--- src/design/kps_pkg.sv ---
// ----------------------------------------------------------------------------
// kps_pkg
// Shared types, constants and the keymap for the keypad scanner.
// ----------------------------------------------------------------------------
package kps_pkg;

  localparam int unsigned NumRows     = 4;
  localparam int unsigned MaskW       = 12;
  localparam int unsigned CodeW       = 7;
  localparam int unsigned CountW      = 4;
  localparam int unsigned EventCntW   = 4;

  localparam logic [MaskW-1:0]     ComboReset  = 12'h121;
  localparam logic [CountW-1:0]    RepeatFirst = 4'd11;
  localparam logic [CountW-1:0]    RepeatAgain = 4'd14;
  localparam logic [CountW-1:0]    RepeatWrap  = 4'd10;
  localparam logic [EventCntW-1:0] MaxEvents   = 4'd11;

  // Commands from the sequencer to the bit scan unit.
  typedef struct packed {
    logic load;
    logic step;
  } kps_scan_ctl_t;

  // Status from the bit scan unit.
  typedef struct packed {
    logic hit;         // bit under the index is set
    logic rest_empty;  // nothing left once that bit is cleared
  } kps_scan_stat_t;

  // Key index to ASCII; indexes past the 3x4 pad map to zero.
  function automatic logic [CodeW-1:0] kps_keymap(input logic [3:0] idx);
    logic [CodeW-1:0] code;
    case (idx)
      4'd0:    code = 7'h23;  // '#'
      4'd1:    code = 7'h39;  // '9'
      4'd2:    code = 7'h36;  // '6'
      4'd3:    code = 7'h33;  // '3'
      4'd4:    code = 7'h30;  // '0'
      4'd5:    code = 7'h38;  // '8'
      4'd6:    code = 7'h35;  // '5'
      4'd7:    code = 7'h32;  // '2'
      4'd8:    code = 7'h2A;  // '*'
      4'd9:    code = 7'h37;  // '7'
      4'd10:   code = 7'h34;  // '4'
      4'd11:   code = 7'h31;  // '1'
      default: code = '0;
    endcase
    return code;
  endfunction

endpackage

--- src/design/kps_bit_scan.sv ---
// ----------------------------------------------------------------------------
// kps_bit_scan
// Walks a loaded key bitmap one bit per step, ascending, clearing as it goes.
// ----------------------------------------------------------------------------
module kps_bit_scan
  import kps_pkg::*;
#(
  parameter int unsigned FrameW = 12
) (
  input  logic                       clk_i,
  input  logic                       rst_ni,
  input  kps_scan_ctl_t              ctl_i,
  input  logic [FrameW-1:0]          load_bits_i,
  output kps_scan_stat_t             stat_o,
  output logic [$clog2(FrameW)-1:0]  idx_o
);

  localparam int unsigned IdxW = $clog2(FrameW);

  logic [FrameW-1:0] rem_q, rem_d, rest;
  logic [IdxW-1:0]   idx_q, idx_d;

  assign rest = rem_q & ~(FrameW'(1) << idx_q);

  always_comb begin
    rem_d = rem_q;
    idx_d = idx_q;
    if (ctl_i.load) begin
      rem_d = load_bits_i;
      idx_d = '0;
    end else if (ctl_i.step) begin
      rem_d = rest;
      idx_d = idx_q + IdxW'(1);
    end
  end

  always_ff @(posedge clk_i or negedge rst_ni) begin
    if (!rst_ni) begin
      rem_q <= '0;
      idx_q <= '0;
    end else begin
      rem_q <= rem_d;
      idx_q <= idx_d;
    end
  end

  assign stat_o.hit        = rem_q[idx_q];
  assign stat_o.rest_empty = (rest == '0);
  assign idx_o             = idx_q;

endmodule

--- src/design/matrix_keypad_scanner_autorepeat_core.sv ---
// ----------------------------------------------------------------------------
// matrix_keypad_scanner_autorepeat_core
// Matrix keypad scanner: column drive, frame capture, new-key and auto-repeat
// events, reset-combination detect.
// ----------------------------------------------------------------------------
//
//  Channel | Handshake                | Payload
//  --------+--------------------------+---------------------------------------
//  in      | in_valid_i / in_ready_o  | row_levels_i (one scan tick)
//  out     | out_valid_o / out_ready_i| drive_column_o, key_valid_o,
//          |                          | key_code_o, reset_request_o,
//          |                          | last_of_run_o
//  cfg     | cfg_we_i                 | cfg_wdata_i -> reset combo mask
//
// A tick is accepted in ST_IDLE; ST_STEP then updates state and loads the
// output register. A frame end with newly pressed keys then runs the bit
// scan unit one key index per cycle, up to the highest new key, except
// while a new key must go out and the output register is held.
// Reset (rst_ni, async) clears the scanner and sets the mask to 0x121.
// The sequencer only advances into the output register when it is empty or
// being drained, so downstream stalls simply freeze the scan.
//
module matrix_keypad_scanner_autorepeat_core
  import kps_pkg::*;
#(
  parameter int unsigned NUM_COLUMNS = 3
) (
  input  logic               clk_i,
  input  logic               rst_ni,
  // config
  input  logic               cfg_we_i,
  input  logic [MaskW-1:0]   cfg_wdata_i,
  // scan tick in
  input  logic               in_valid_i,
  output logic               in_ready_o,
  input  logic [NumRows-1:0] row_levels_i,
  // events out
  output logic               out_valid_o,
  input  logic               out_ready_i,
  output logic [1:0]         drive_column_o,
  output logic               key_valid_o,
  output logic [CodeW-1:0]   key_code_o,
  output logic               reset_request_o,
  output logic               last_of_run_o
);

  localparam int unsigned FrameW = NUM_COLUMNS * NumRows;
  localparam int unsigned IdxW   = $clog2(FrameW);
  localparam int unsigned PhaseW = $clog2(2 * NUM_COLUMNS);
  localparam logic [PhaseW-1:0] PhaseLast = PhaseW'(2 * NUM_COLUMNS - 1);

  typedef enum logic [2:0] {
    ST_IDLE = 3'b001,
    ST_STEP = 3'b010,
    ST_SCAN = 3'b100
  } state_e;

  state_e state_q, state_d;

  logic [MaskW-1:0]     mask_q;
  logic [NumRows-1:0]   rows_q;
  logic [PhaseW-1:0]    phase_q, phase_d;
  logic [1:0]           col_q, col_d;
  logic [FrameW-1:0]    frame_q, frame_d;
  logic [FrameW-1:0]    prev_q, prev_d;
  logic                 rep_act_q, rep_act_d;
  logic [IdxW-1:0]      rep_key_q, rep_key_d;
  logic [CountW-1:0]    rep_cnt_q, rep_cnt_d;
  logic [EventCntW-1:0] nev_q, nev_d;

  // output register
  logic                 out_valid_q;
  logic [1:0]           o_col_q, o_col_d;
  logic                 o_kv_q, o_kv_d;
  logic [CodeW-1:0]     o_code_q, o_code_d;
  logic                 o_rst_q, o_rst_d;
  logic                 o_last_q, o_last_d;
  logic                 out_load;
  logic                 out_free;

  // tick datapath
  logic [1:0]           col_n;
  logic [FrameW-1:0]    frame_n, keys, delta, fresh, mask_x;
  logic                 frame_end, combo_hit;
  logic [CountW-1:0]    rep_t;

  // bit scan unit
  kps_scan_ctl_t        scan_ctl;
  kps_scan_stat_t       scan_stat;
  logic [IdxW-1:0]      scan_idx;

  kps_bit_scan #(
    .FrameW (FrameW)
  ) u_bit_scan (
    .clk_i       (clk_i),
    .rst_ni      (rst_ni),
    .ctl_i       (scan_ctl),
    .load_bits_i (fresh),
    .stat_o      (scan_stat),
    .idx_o       (scan_idx)
  );

  assign out_free   = !out_valid_q || out_ready_i;
  assign in_ready_o = (state_q == ST_IDLE);

  // Even phase picks the column, odd phase shifts the rows in.
  assign col_n     = phase_q[0] ? col_q : 2'(phase_q >> 1);
  assign frame_n   = phase_q[0] ? {frame_q[FrameW-NumRows-1:0], rows_q} : frame_q;
  assign frame_end = (phase_q == PhaseLast);
  assign keys      = ~frame_n;
  assign mask_x    = FrameW'(mask_q);
  assign combo_hit = (mask_q != '0) && ((keys & mask_x) == mask_x);
  assign delta     = prev_q ^ keys;
  assign fresh     = delta & keys;
  assign rep_t     = rep_cnt_q + CountW'(1);

  always_comb begin
    state_d   = state_q;
    phase_d   = phase_q;
    col_d     = col_q;
    frame_d   = frame_q;
    prev_d    = prev_q;
    rep_act_d = rep_act_q;
    rep_key_d = rep_key_q;
    rep_cnt_d = rep_cnt_q;
    nev_d     = nev_q;
    scan_ctl  = '0;
    out_load  = 1'b0;
    o_col_d   = col_n;
    o_kv_d    = 1'b0;
    o_code_d  = '0;
    o_rst_d   = 1'b0;
    o_last_d  = 1'b1;

    case (state_q)
      ST_IDLE: begin
        if (in_valid_i) begin
          state_d = ST_STEP;
        end
      end

      ST_STEP: begin
        if (out_free) begin
          col_d   = col_n;
          frame_d = frame_n;
          state_d = ST_IDLE;
          if (!frame_end) begin
            phase_d  = phase_q + PhaseW'(1);
            out_load = 1'b1;
          end else if (combo_hit) begin
            // reset combination held: flag it and clear the scanner
            phase_d   = '0;
            col_d     = '0;
            frame_d   = '0;
            prev_d    = '0;
            rep_act_d = 1'b0;
            rep_key_d = '0;
            rep_cnt_d = '0;
            o_rst_d   = 1'b1;
            out_load  = 1'b1;
          end else begin
            phase_d = '0;
            prev_d  = keys;
            frame_d = '0;
            if (fresh != '0) begin
              rep_act_d     = 1'b1;
              rep_cnt_d     = '0;
              nev_d         = '0;
              scan_ctl.load = 1'b1;
              state_d       = ST_SCAN;
            end else if (rep_act_q && delta[rep_key_q]) begin
              // repeat key released
              rep_act_d = 1'b0;
              rep_cnt_d = '0;
              out_load  = 1'b1;
            end else if (rep_act_q) begin
              out_load  = 1'b1;
              rep_cnt_d = rep_t;
              if (rep_t == RepeatFirst || rep_t == RepeatAgain) begin
                o_kv_d   = 1'b1;
                o_code_d = kps_keymap(4'(rep_key_q));
              end
              if (rep_t == RepeatAgain) begin
                rep_cnt_d = RepeatWrap;
              end
            end else begin
              out_load = 1'b1;
            end
          end
        end
      end

      ST_SCAN: begin
        o_col_d  = col_q;
        o_kv_d   = 1'b1;
        o_code_d = kps_keymap(4'(scan_idx));
        o_last_d = scan_stat.rest_empty || (nev_q == MaxEvents - EventCntW'(1));
        // hold only when a key must go out and the output is occupied
        if (!(scan_stat.hit && (nev_q < MaxEvents) && !out_free)) begin
          scan_ctl.step = 1'b1;
          if (scan_stat.hit) begin
            rep_key_d = scan_idx;  // highest new key wins
            if (nev_q < MaxEvents) begin
              out_load = 1'b1;
              nev_d    = nev_q + EventCntW'(1);
            end
            if (scan_stat.rest_empty) begin
              state_d = ST_IDLE;
            end
          end
        end
      end

      default: begin
        state_d = ST_IDLE;
      end
    endcase
  end

  always_ff @(posedge clk_i or negedge rst_ni) begin
    if (!rst_ni) begin
      state_q     <= ST_IDLE;
      mask_q      <= ComboReset;
      phase_q     <= '0;
      col_q       <= '0;
      frame_q     <= '0;
      prev_q      <= '0;
      rep_act_q   <= 1'b0;
      rep_key_q   <= '0;
      rep_cnt_q   <= '0;
      nev_q       <= '0;
      out_valid_q <= 1'b0;
    end else begin
      state_q   <= state_d;
      phase_q   <= phase_d;
      col_q     <= col_d;
      frame_q   <= frame_d;
      prev_q    <= prev_d;
      rep_act_q <= rep_act_d;
      rep_key_q <= rep_key_d;
      rep_cnt_q <= rep_cnt_d;
      nev_q     <= nev_d;
      if (cfg_we_i) begin
        mask_q <= cfg_wdata_i;
      end
      if (out_load) begin
        out_valid_q <= 1'b1;
      end else if (out_ready_i) begin
        out_valid_q <= 1'b0;
      end
    end
  end

  // payload registers
  always_ff @(posedge clk_i) begin
    if (state_q == ST_IDLE && in_valid_i) begin
      rows_q <= row_levels_i;
    end
    if (out_load) begin
      o_col_q  <= o_col_d;
      o_kv_q   <= o_kv_d;
      o_code_q <= o_code_d;
      o_rst_q  <= o_rst_d;
      o_last_q <= o_last_d;
    end
  end

  assign out_valid_o     = out_valid_q;
  assign drive_column_o  = o_col_q;
  assign key_valid_o     = o_kv_q;
  assign key_code_o      = o_code_q;
  assign reset_request_o = o_rst_q;
  assign last_of_run_o   = o_last_q;

endmodule
--- config.mk ---
export PLATFORM = sky130hd
export DESIGN_NAME = matrix_keypad_scanner_autorepeat_core
export DESIGN_NICKNAME = d
export VERILOG_FILES = /design/src/design/kps_pkg.sv /design/src/design/kps_bit_scan.sv /design/src/design/matrix_keypad_scanner_autorepeat_core.sv
export SDC_FILE = /design/constraint.sdc
export NUM_CORES = 1
export LEC_CHECK = 0
export BUFFER_PORTS_ARGS = -buffer_cell sky130_fd_sc_hd__buf_4
export CAP_MARGIN = 15
export CELL_PAD_IN_SITES_DETAIL_PLACEMENT = 1
export CELL_PAD_IN_SITES_GLOBAL_PLACEMENT = 1
export CORE_ASPECT_RATIO = 1.1
export CORE_MARGIN = 2
export CORE_UTILIZATION = 41
export DETAILED_ROUTE_END_ITERATION = 12
export MAX_ROUTING_LAYER = met4
export PLACE_DENSITY = 0.7
export SLEW_MARGIN = 20
export SYNTH_ARGS = -nofsm -noshare
export SYNTH_HDL_FRONTEND = slang
export SYNTH_SLANG_ARGS = --single-unit
export TNS_END_PERCENT = 1
--- constraint.sdc ---
create_clock -name clk_i -period 3.2 [get_ports clk_i]
set_input_delay 0 -clock clk_i [delete_from_list [all_inputs] [get_ports clk_i]]
set_output_delay 0 -clock clk_i [all_outputs]
set_load 0.005 [all_outputs]
==> results of run 1 <==
flip-flops by register name (all words and copies together), names as in the netlist:
name              flops
reset_request_o       1
last_of_run_o         1
key_code_o            6
u_bit_scan.rem_q     12
rep_cnt_q             4
out_valid_o           1
key_valid_o           1
state_q               3
phase_q               3
u_bit_scan.idx_o      4
col_q                 2
rep_act_q             1
rep_key_q             4
mask_q               12
drive_column_o        2
frame_q              12
prev_q               12
nev_q                 4
rows_q                4
what timing repair did:
action | 4_1_cts | 5_1_grt
setup endpoints to repair | 1 | 6
cloned | 0 | 0
gates resized for setup | 1 | 1
hold endpoints to repair | 87 | 0
hold buffers | 22 | 0
cell type report:
cell class              instances  area (um2)  area share (%)
clock buffers                  11         254            4.18
clock inverters                 5        53.8           0.886
inverters                      31         116            1.92
multi-input cells             365        2470            40.6
flip-flops and latches         89        2310            38.1
well taps                     154         193            3.17
repair buffers                 80         676            11.1
routing by layer:
metal	routed length [um]	track usage, %	share of wire (%)	up-vias
met2	7310	40.2	52	86
li1	-	-	-	1942
met5	0	-	0	-
met1	5940	28.3	42	2075
met4	369	9.81	2.6	0
met3	432	3.29	3.1	26
critical path: stages (launching register included):
cell and delay (ns):
dfrtp_4 0.55, buf_4 0.21, mux2i_1 0.27, ha_1 0.27, mux4_2 0.46, a211oi_1 0.39, nor3_1 0.14, nand3_1 0.26
o21ai_0 0.16
Yosys cell counts (5+ instances only):
library cell,count,area [um2]
edfxtp_1,15,450
nor2_1,23,86.3
o22ai_1,17,106
a22o_1,5,43.8
a21oi_1,10,50.1
buf_6,6,67.6
inv_1,31,116
nand2_1,84,315
o21ai_0,40,200
dfrtp_1,70,1750
buf_2,6,30.0
nand3_1,10,50.1
nor4_1,6,37.5
xnor2_1,5,43.8
mux2i_1,11,110
o21ai_1,7,35.0
mux2_2,15,169
and2_1,5,31.3
o31ai_1,17,128
nand2b_1,12,75.1
nor2b_1,6,37.5
ha_1,29,363
clkbuf_1,14,52.6
nor3_1,8,40.0
kinds of logic (layout without fill, tap and decap cells):
group           after synthesis  after routing  share of synthesized area, %
other cells                   1              1                        0.0743
mux                          32             32                          7.86
xor+xnor                      5              5                         0.868
fa+ha+maj                    29             29                          7.19
compound gates              127            127                          16.8
simple gates                171            171                          16.0
flops                        89             89                          45.7
buf+inv                      59            127                          5.50
path summary, 6_finish.rpt:
check	slack (ns)	cells past startpoint	start	endpoint
setup / recovery	0.21	8	phase_q[0]$_DFFE_PN0P_	key_code_o[5]$_DFFE_PP_
hold / removal	0.03	3	out_ready_i	state_q[1]$_DFFE_PN0P_
setup reg to reg	0.21	8	phase_q[0]$_DFFE_PN0P_	key_code_o[5]$_DFFE_PP_
hold reg to reg	0.50	2	frame_q[11]$_DFFE_PN0P_	frame_q[11]$_DFFE_PN0P_
max in group asynchronous	2.49	3	rst_ni	state_q[0]$_DFFE_PN1P_
min in group asynchronous	0.07	2	rst_ni	u_bit_scan.idx_o[3]$_DFFE_PN0P_
stage by stage:
stage                     setup WS [ns]  hold slack (ns)  area (um2)
after CTS                         0.180           0.0230        6040
after detailed placement         0.0586            0.180        5510
final                             0.210           0.0264        6070
after floorplan                   0.128           -0.296        5050
after global routing            0.00990           0.0388        6070
after global placement            0.170            0.178        5510
report_power, final:
| part | leakage [nW] | internal [W] | switching (W) |
|---|---|---|---|
| logic | 1.39 | 0.000826 | 0.00102 |
| clock network | 0.154 | 0.000650 | 0.000461 |
| registers | 1.04 | 0.00143 | 0.000245 |
==> impl_results.md, run 1 <==
- Status: complete, no violations
- Die area: roughly 0.013 mm2
- Required @ worst endpoint: 3.28 ns
- Routed wire length: 14100 um
- Io pins: 35
- Netlist cell types: 61
- CTS sink cnt: 89
- Pwr per Cell Area: 763 mW/mm2
- Post-synthesis async set-or-reset flop share: 83.1%
- Final core occ: a little over 50%
- Ys Warns: 0
- Final min period: approximately 3 ns
- Pleak: 2.59 nW
- Initial core utilization: about two fifths
- Final net count: around 630
- TritonCTS clock tree: built
- Mapped Cells: 513
- Antenna cells: 0
- P&R area growth vs syn: 20.3%
- Hold WC Path Type: input pin to flop
- Vias/cell: roughly 5.6
- Critical Path Source Type: flop
- Synth Flop Type: dfrtp_1
- Worst EP arrival: 3.07 ns
- Setup tns final: 0 ns
- Commonest cells after routing, fill and taps aside: nand2_1 (84), dfrtp_1 (69), buf_4 (57)
- Clock skew: 0.0108 ns
- Global-route wire length before repair: 23100 um
- Drt pass-1 iters: 4
- Syn_area_per_cell: 9.84 um2
- Number of port buffers: 33
- Final Setup Violations: 0
- DP HPWL: 9870 um
- Share of cells above drive strength 1: between 10% and 20%
- Final Max Tran Viols: 0
- Seq/Total Area, Yosys: 45.7%
- CP Max Fanout: 13
- Reg clk slew, reported paths: 0.07 ns
- Mapped Nets: 563
- Hold Fails Final Rpt: 0
- Pin count of the biggest net entering global routing: 75
- Die Span Y: 120 um
- Tot GR Track Use: 23.8%
- Tot Pwr: 0.00463 W
- Commonest non-fill, non-tap cell in the layout: nand2_1
- Clock buffer count from CTS: 9
- RD Place Congestion: 0.868
- Slew HR: 57.2%
- Vias: 4129
- Part of the cycle the worst path needs: 93.4%
- Grt ovf: 0
- Crit path kind: flop to flop
- Filler cells: approximately 1300
- Layout Cells excl Fill: 735
- Clock buffer depth: 2
- DRC viols: 0
- Post-CTS Setup Bufs: 0
- CP Capture Type: flop
- H-tree levels: 3
- RSZ-0062 raised after global routing: false
- Max Fclk: 334 MHz
- Root buffer cell: clkbuf_16
- Antenna violations before repair: 0
- CORE AREA: 0.0120 mm2
- Number of global-route vias before repair: 4522
- Number of synthesized register bits: 89
- Max VDD drop: 0.403 mV
- Slew at the pin closest to its max-slew limit: 0.640 ns
- Post-Syn Area: 0.00505 mm2
- # Max-Cap Violations: 0
- Iter 0 DRT Violations: approximately 150
- Die Width: between 100 and 150 um
- Skew-Pair Late Insertion Delay: 0.36 ns
- Drt wl/cell: 19.1 um
- Row cnt: 42
- Dpl cells: 696
- DRT antenna net count: 0
- Post-synth EDFFs: 15
Note: power is estimated with default switching activity, not from simulation.
==> run 2, diff against run 1 <==
Settings changed: PLACE_DENSITY 0.7 to 0.67.
Clock period 3.2 ns to 3.5 ns, I/O delays scaled along.
==> impl_results.md, run 2 (synthesis results as in run 1) <==
- Number of global-route vias before repair: 4304
- DRT antenna net count: 0
- RR Endpoint: key_code_o[3]$_DFFE_PP_
- Hold WC Path Type: input pin to flop
- Die Width: 110 um
- Vias: 4047
- Final min period: ~3.3 ns
- Metal3 WL: 373 um
- RSZ-0062 raised after global routing: false
- Critical path launch point: phase_q[0]$_DFFE_PN0P_
- # Max-Cap Violations: 0
- Final Setup Violations: 0
- Clock buffer depth: 2
- Drt wl/cell: 18.4 um
- Pleak: 2.53 nW
- Io pins: 35
- H-tree levels: 3
- Final Max Tran Viols: 0
- Clock power frac: 23.2%
- Switching Fraction: 37.3%
- Root buffer cell: clkbuf_16
- DP HPWL: 9670 um
- R2R setup slack: 0.25 ns
- Comb power frac: 39.6%
- Drt pass-1 iters: 4
- Slew HR: roughly a third
- Pin count of the biggest net entering global routing: 75
- Skew-Pair Late Insertion Delay: 0.35 ns
- Commonest non-fill, non-tap cell in the layout: nand2_1
- Setup tns final: 0 ns
- CTS sink cnt: 89
- Tot GR Track Use: 22.5%
- Met1 wire length: 6010 um
- Vias/cell: 5.57
- RD Place Congestion: 0.819
- Slew at the pin closest to its max-slew limit: between 0.9 and 1 ns
- Die area: 0.0132 mm2
- Max VDD drop: 0.358 mV
- Final net count: 617
- Number of port buffers: 33
- P_sw: 0.00152 W
- Routed wire length: 13400 um
- DR top layer: met4
- Reg2reg path depth: 8
- Power share of the sequential group: a little under two fifths
- Worst r2r src: phase_q[0]$_DFFE_PN0P_
- Crit path kind: flop to flop
- Internal power: 0.00256 W
- Antenna violations before repair: 0
- DRC viols: 0
- Post-cts sizing count: 0
- Global-route wire length before repair: approximately 22000 um
- Commonest cells after routing, fill and taps aside: nand2_1 (84), dfrtp_1 (70), buf_4 (51)
- Max Fclk: 307 MHz
- Critical path capture point: key_code_o[3]$_DFFE_PP_
- Part of the cycle the worst path needs: 92.9%
- P&R area growth vs syn: 17.8%
- Hold Fails Final Rpt: 0
- Reg clk slew, reported paths: 0.06 ns
- Clock skew: 0.00698 ns
- Worst hold slack: 0.0205 ns
- Die Span Y: 120 um
- Met2 wire length: 6760 um
- Status: complete, no violations
- Iter 0 DRT Violations: around 170
- Worst EP arrival: 3.34 ns
- TritonCTS clock tree: built
- Antenna cells: 0
- Pwr per Cell Area: just under 700 mW/mm2
- Initial core utilization: 41.9%
- Share of cells above drive strength 1: 17.7%
- Required @ worst endpoint: 3.58 ns
- CP Max Fanout: 15
- Hold wc startpoint: out_ready_i
- Grt ovf: 0
- Critical Path Source Type: flop
- Clock buffer count from CTS: 9
- CORE AREA: 0.0120 mm2
- Row cnt: 42
- CP Capture Type: flop
## run 2: changes by cell type in the layout (fill, tap and decap cells not counted), sizes merged
cell,delta
buf,-7
dlygate4sd3,-2
clkbuf,+1
clkinv,-1
## run 2: cell type report
class                           instances  area, um2
Inverter                               31        116
Clock inverter                          4       43.8
Fill cell                            1348       6090
Multi-Input combinational cell        365       2470
Sequential cell                        89       2310
Timing Repair Buffer                   71        583
Tap cell                              154        193
Clock buffer                           12        236
## run 2: worst min path at each step
stage / endpoint / cells past startpoint / slack (ns)
6_report: state_q[1]$_DFFE_PN0P_ / 3 / 0.02
5_1_grt: state_q[1]$_DFFE_PN0P_ / 3 / 0.009
4_1_cts: state_q[1]$_DFFE_PN0P_ / 3 / 0.006
3_5_place_dp: rows_q[1]$_DFFE_PP_ / 1 / 0.18
3_3_place_gp: rows_q[1]$_DFFE_PP_ / 1 / 0.18
2_1_floorplan: col_q[0]$_DFFE_PN0P_ / 0 / -0.30
## run 2: power by group through the flow
| stage | clock, W | sequential [W] | combinational, W |
|---|---|---|---|
| floorplan | 0 | 0.00143 | 0.00113 |
| global placement | 0 | 0.00153 | 0.00155 |
| detailed placement | 0 | 0.00154 | 0.00160 |
| CTS | 0.000974 | 0.00152 | 0.00162 |
| global route | 0.00101 | 0.00156 | 0.00179 |
| finish | 0.000950 | 0.00152 | 0.00162 |
## run 2: per-layer routing
metal / vias up / global-route usage (%)
met1: 2043 / 28.4
met4: 0 / 6.65
met3: 15 / 4.15
met2: 62 / 36.7
met5: - / -
li1: 1927 / -
## run 2: per-stage QoR
| step | instances | setup WS, ns | total power [W] | cell area, um2 | utilization [%] |
|---|---|---|---|---|---|
| floorplan | 513 | 0.130 | 0.00256 | 5050 | - |
| finish | 726 | 0.247 | 0.00409 | 5950 | 49.4 |
| global route | 726 | 0.0365 | 0.00436 | 5950 | 49.4 |
| detailed placement | 690 | 0.290 | 0.00313 | 5470 | 45.4 |
| global placement | 690 | 0.370 | 0.00308 | 5470 | 45.4 |
| CTS | 726 | 0.274 | 0.00412 | 5950 | 49.4 |
## run 2: repair_timing
| item | 4_1_cts | 5_1_grt |
|---|---|---|
| setup buffers | 0 | 0 |
| hold buffers | 20 | 0 |
| hold endpoints to repair | 87 | 0 |
## run 2: critical path: stages, from the launching register on
cell and delay, ns:
dfrtp_1 0.78, buf_4 0.27, mux2i_1 0.31, ha_1 0.29
mux4_2 0.47, nor3b_1 0.36, nor3_1 0.13, nand3_1 0.24
o21ai_0 0.15
==> run 3, diff against run 2 <==
Settings changed: ABC_AREA set to 1, PLACE_DENSITY 0.67 to 0.7.
==> impl_results.md, run 3 <==
- Io pins: 35
- Pre-CTS setup slack: ~0.37 ns
- GR Layer Usage met3: 2.82%
- Mapped Nets: 713
- Mapped Cells: about 660
- Number of port buffers: 33
- H-tree levels: 3
- Worst r2r src: phase_q[0]$_DFFE_PN0P_
- Grt ovf: 0
- RSZ-0062 raised after global routing: false
- Post-synthesis mux area share: 2.50%
- Final min period: 3.16 ns
- Vias/cell: between 5 and 6
- CP Max Fanout: 18
- Final Max Tran Viols: 0
- Row cnt: 44
- Syn_area_per_cell: 8.15 um2
- Pleak: 2.96 nW
- Post-CTS Setup Bufs: 0
- RD Place Congestion: 0.885
- Part of the cycle the worst path needs: about nine tenths
- Pwr per Cell Area: 796 mW/mm2
- CORE AREA: 0.0130 mm2
- GRT met2 Usage: 37.7%
- Cell with the most instances after synthesis: nand2_1
- Complex-gate fraction of the synthesized area: 7.66%
- Pin count of the biggest net entering global routing: 75
- Hold WC Path Type: input pin to flop
- Grt peak-use layer: met2
- TritonCTS clock tree: built
- Post-synthesis async set-or-reset flop share: 83.1%
- Antenna cells: 0
- Clock buffer count from CTS: 9
- Netlist cell types: 45
- DP HPWL: ~11000 um
- CP Capture Type: flop
- Post-cts sizing count: 0
- Critical Path Source Type: flop
- DRC viols: 0
- Post-synth top area share: between 30% and 40%
- Crit path top cell by count: nand2_1
- Die area: 0.0141 mm2
- Post-Syn Area: 0.00541 mm2
- Top cells by count, synth: nand2_1 (193), dfrtp_1 (70), nand3_1 (70)
- Drt pass-1 iters: 4
- Met1 Use GR: around 29%
- Final Setup Violations: 0
- Iter 0 DRT Violations: between 150 and 200
- Required @ worst endpoint: 3.49 ns
- Critical path launch point: phase_q[0]$_DFFE_PN0P_
- # Max-Cap Violations: 0
- Skew-Pair Late Insertion Delay: ~0.35 ns
- Critical-path cell list: inv_8, nand2_2, nand2_1, ha_1, nor2_1, nand2_1, nor3_2, nor2_4, nand2_1, nand2_1, nand2_1
- Worst EP arrival: 3.15 ns
- Hold wc startpoint: cfg_we_i
- Number of synthesized register bits: 89
- Clock buffer depth: 2
- Status: complete, no violations
- Root buffer cell: clkbuf_16
- Setup tns final: 0 ns
- Max VDD drop: 0.304 mV
- Hold endpoint: mask_q[3]$_DFFE_PN0P_
- Ys Warns: 0
- Synth top area cells: dfrtp_1 (32%), nand2_1 (13%), edfxtp_1 (8.3%)
- Initial core utilization: 41.4%
- Max Fclk: 317 MHz
- R2R setup slack: 0.34 ns
- Die Span Y: 124 um
- Worst hold slack: 0.0174 ns
- Reg clk slew, reported paths: around 0.070 ns
- Tot GR Track Use: a little under a quarter
- P&R area growth vs syn: 14.4%
- Post-synthesis adder-cell area fraction: 6.71%
- Cell accounting for the most synthesized area: dfrtp_1
- Clock skew: 0.00761 ns
- Commonest cells after routing, fill and taps aside: nand2_1 (193), nand3_1 (70), dfrtp_1 (70)
- Reg2reg path depth: 11
- Vias: ~4600
- Simple-gate share of the synthesized area: a little under a third
- Global-route wire length before repair: around 25000 um
- Slew HR: 34.7%
- CP max stage cell: dfrtp_1
- Crit path kind: flop to flop
- Routed wire length: 14500 um
- Filler cells: ~1600
- XOR/XNOR Fraction of Synth Area: 0.648%
- Commonest non-fill, non-tap cell in the layout: nand2_1
- Die Width: 113 um
- Hold-fix buffers, CTS: 18
- Hold Fails Final Rpt: 0
- Final setup margin: 0.344 ns
- Antenna violations before repair: 0
- RR Endpoint: key_code_o[5]$_DFFE_PP_
- Share of cells above drive strength 1: 17.1%
- Post-synth EDFFs: 15
- Depth of the worst hold-timing path: 2
- Seq/Total Area, Yosys: a little over two fifths
- DRT antenna net count: 0
- CP peak stage delay: 0.78 ns
- Largest family of logic cells by synthesized area: simple AND/OR/NAND/NOR gates
- Number of global-route vias before repair: between 5000 and 6000
- CTS sink cnt: 89
- Synth Flop Type: dfrtp_1
- Final net count: 754
- Slew at the pin closest to its max-slew limit: 0.980 ns
- Drt wl/cell: 16.6 um
run 3: how the worst max path moves through the flow:
stage	to	slack, ns	cells past startpoint
after floorplan	drive_column_o[0]$_DFFE_PP_	1.17	12
after global placement	key_code_o[1]$_DFFE_PP_	0.56	11
after detailed placement	key_code_o[0]$_DFFE_PP_	0.37	11
after CTS	key_code_o[5]$_DFFE_PP_	0.35	11
after global routing	last_of_run_o$_SDFFCE_PN1P_	0.1	11
final	key_code_o[5]$_DFFE_PP_	0.34	11
run 3: critical path, delay by kind of cell, from the launching register on:
| kind | cells | cell delay [ns] |
|---|---|---|
| flops | 1 | 0.78 |
| fa+ha+maj | 1 | 0.24 |
| buf+inv | 1 | 0.15 |
| simple gates | 9 | 1.61 |
run 3: logic make-up after synthesis:
| group | count (synthesis) |
|---|---|
| mux | 12 |
| flops | 89 |
| simple gates | 367 |
| xor+xnor | 4 |
| other cells | 1 |
| compound gates | 65 |
| buf+inv | 96 |
| fa+ha+maj | 29 |
run 3: area by class of cell:
class                      count  area (um2)  share of cell area [%]
timing repair buffer          53         443                    7.17
sequential                    89        2310                    37.3
inverter                      73         287                    4.64
multi-input combinational    478        2650                    42.8
tap                          161         201                    3.26
clock buffer                  11         243                    3.93
clock inverter                 5        55.1                   0.891
run 3: metal layers:
layer / share of wire [%] / routed length (um) / vias to the layer above
met3: 1.6 / 231 / 25
met5: 0 / 0 / -
met1: 46 / 6620 / 2282
li1: - / - / 2238
met2: 50 / 7210 / 57
met4: 2.8 / 404 / 0
run 3: per-stage QoR:
step,instance area [um2],power [W],utilization (%),cells
floorplan,5410,0.00329,-,663
global placement,5700,0.00386,43.7,836
detailed placement,5700,0.00394,43.7,836
CTS,6180,0.00497,47.4,870
global route,6180,0.00537,47.4,870
finish,6180,0.00492,47.4,870
run 3: power by group:
group	internal, W	leakage [nW]	switching (W)
Sequential	0.00140	1.07	0.000297
Clock	0.000571	0.142	0.000419
Combinational	0.000780	1.75	0.00145
Total	0.00276	2.96	0.00216
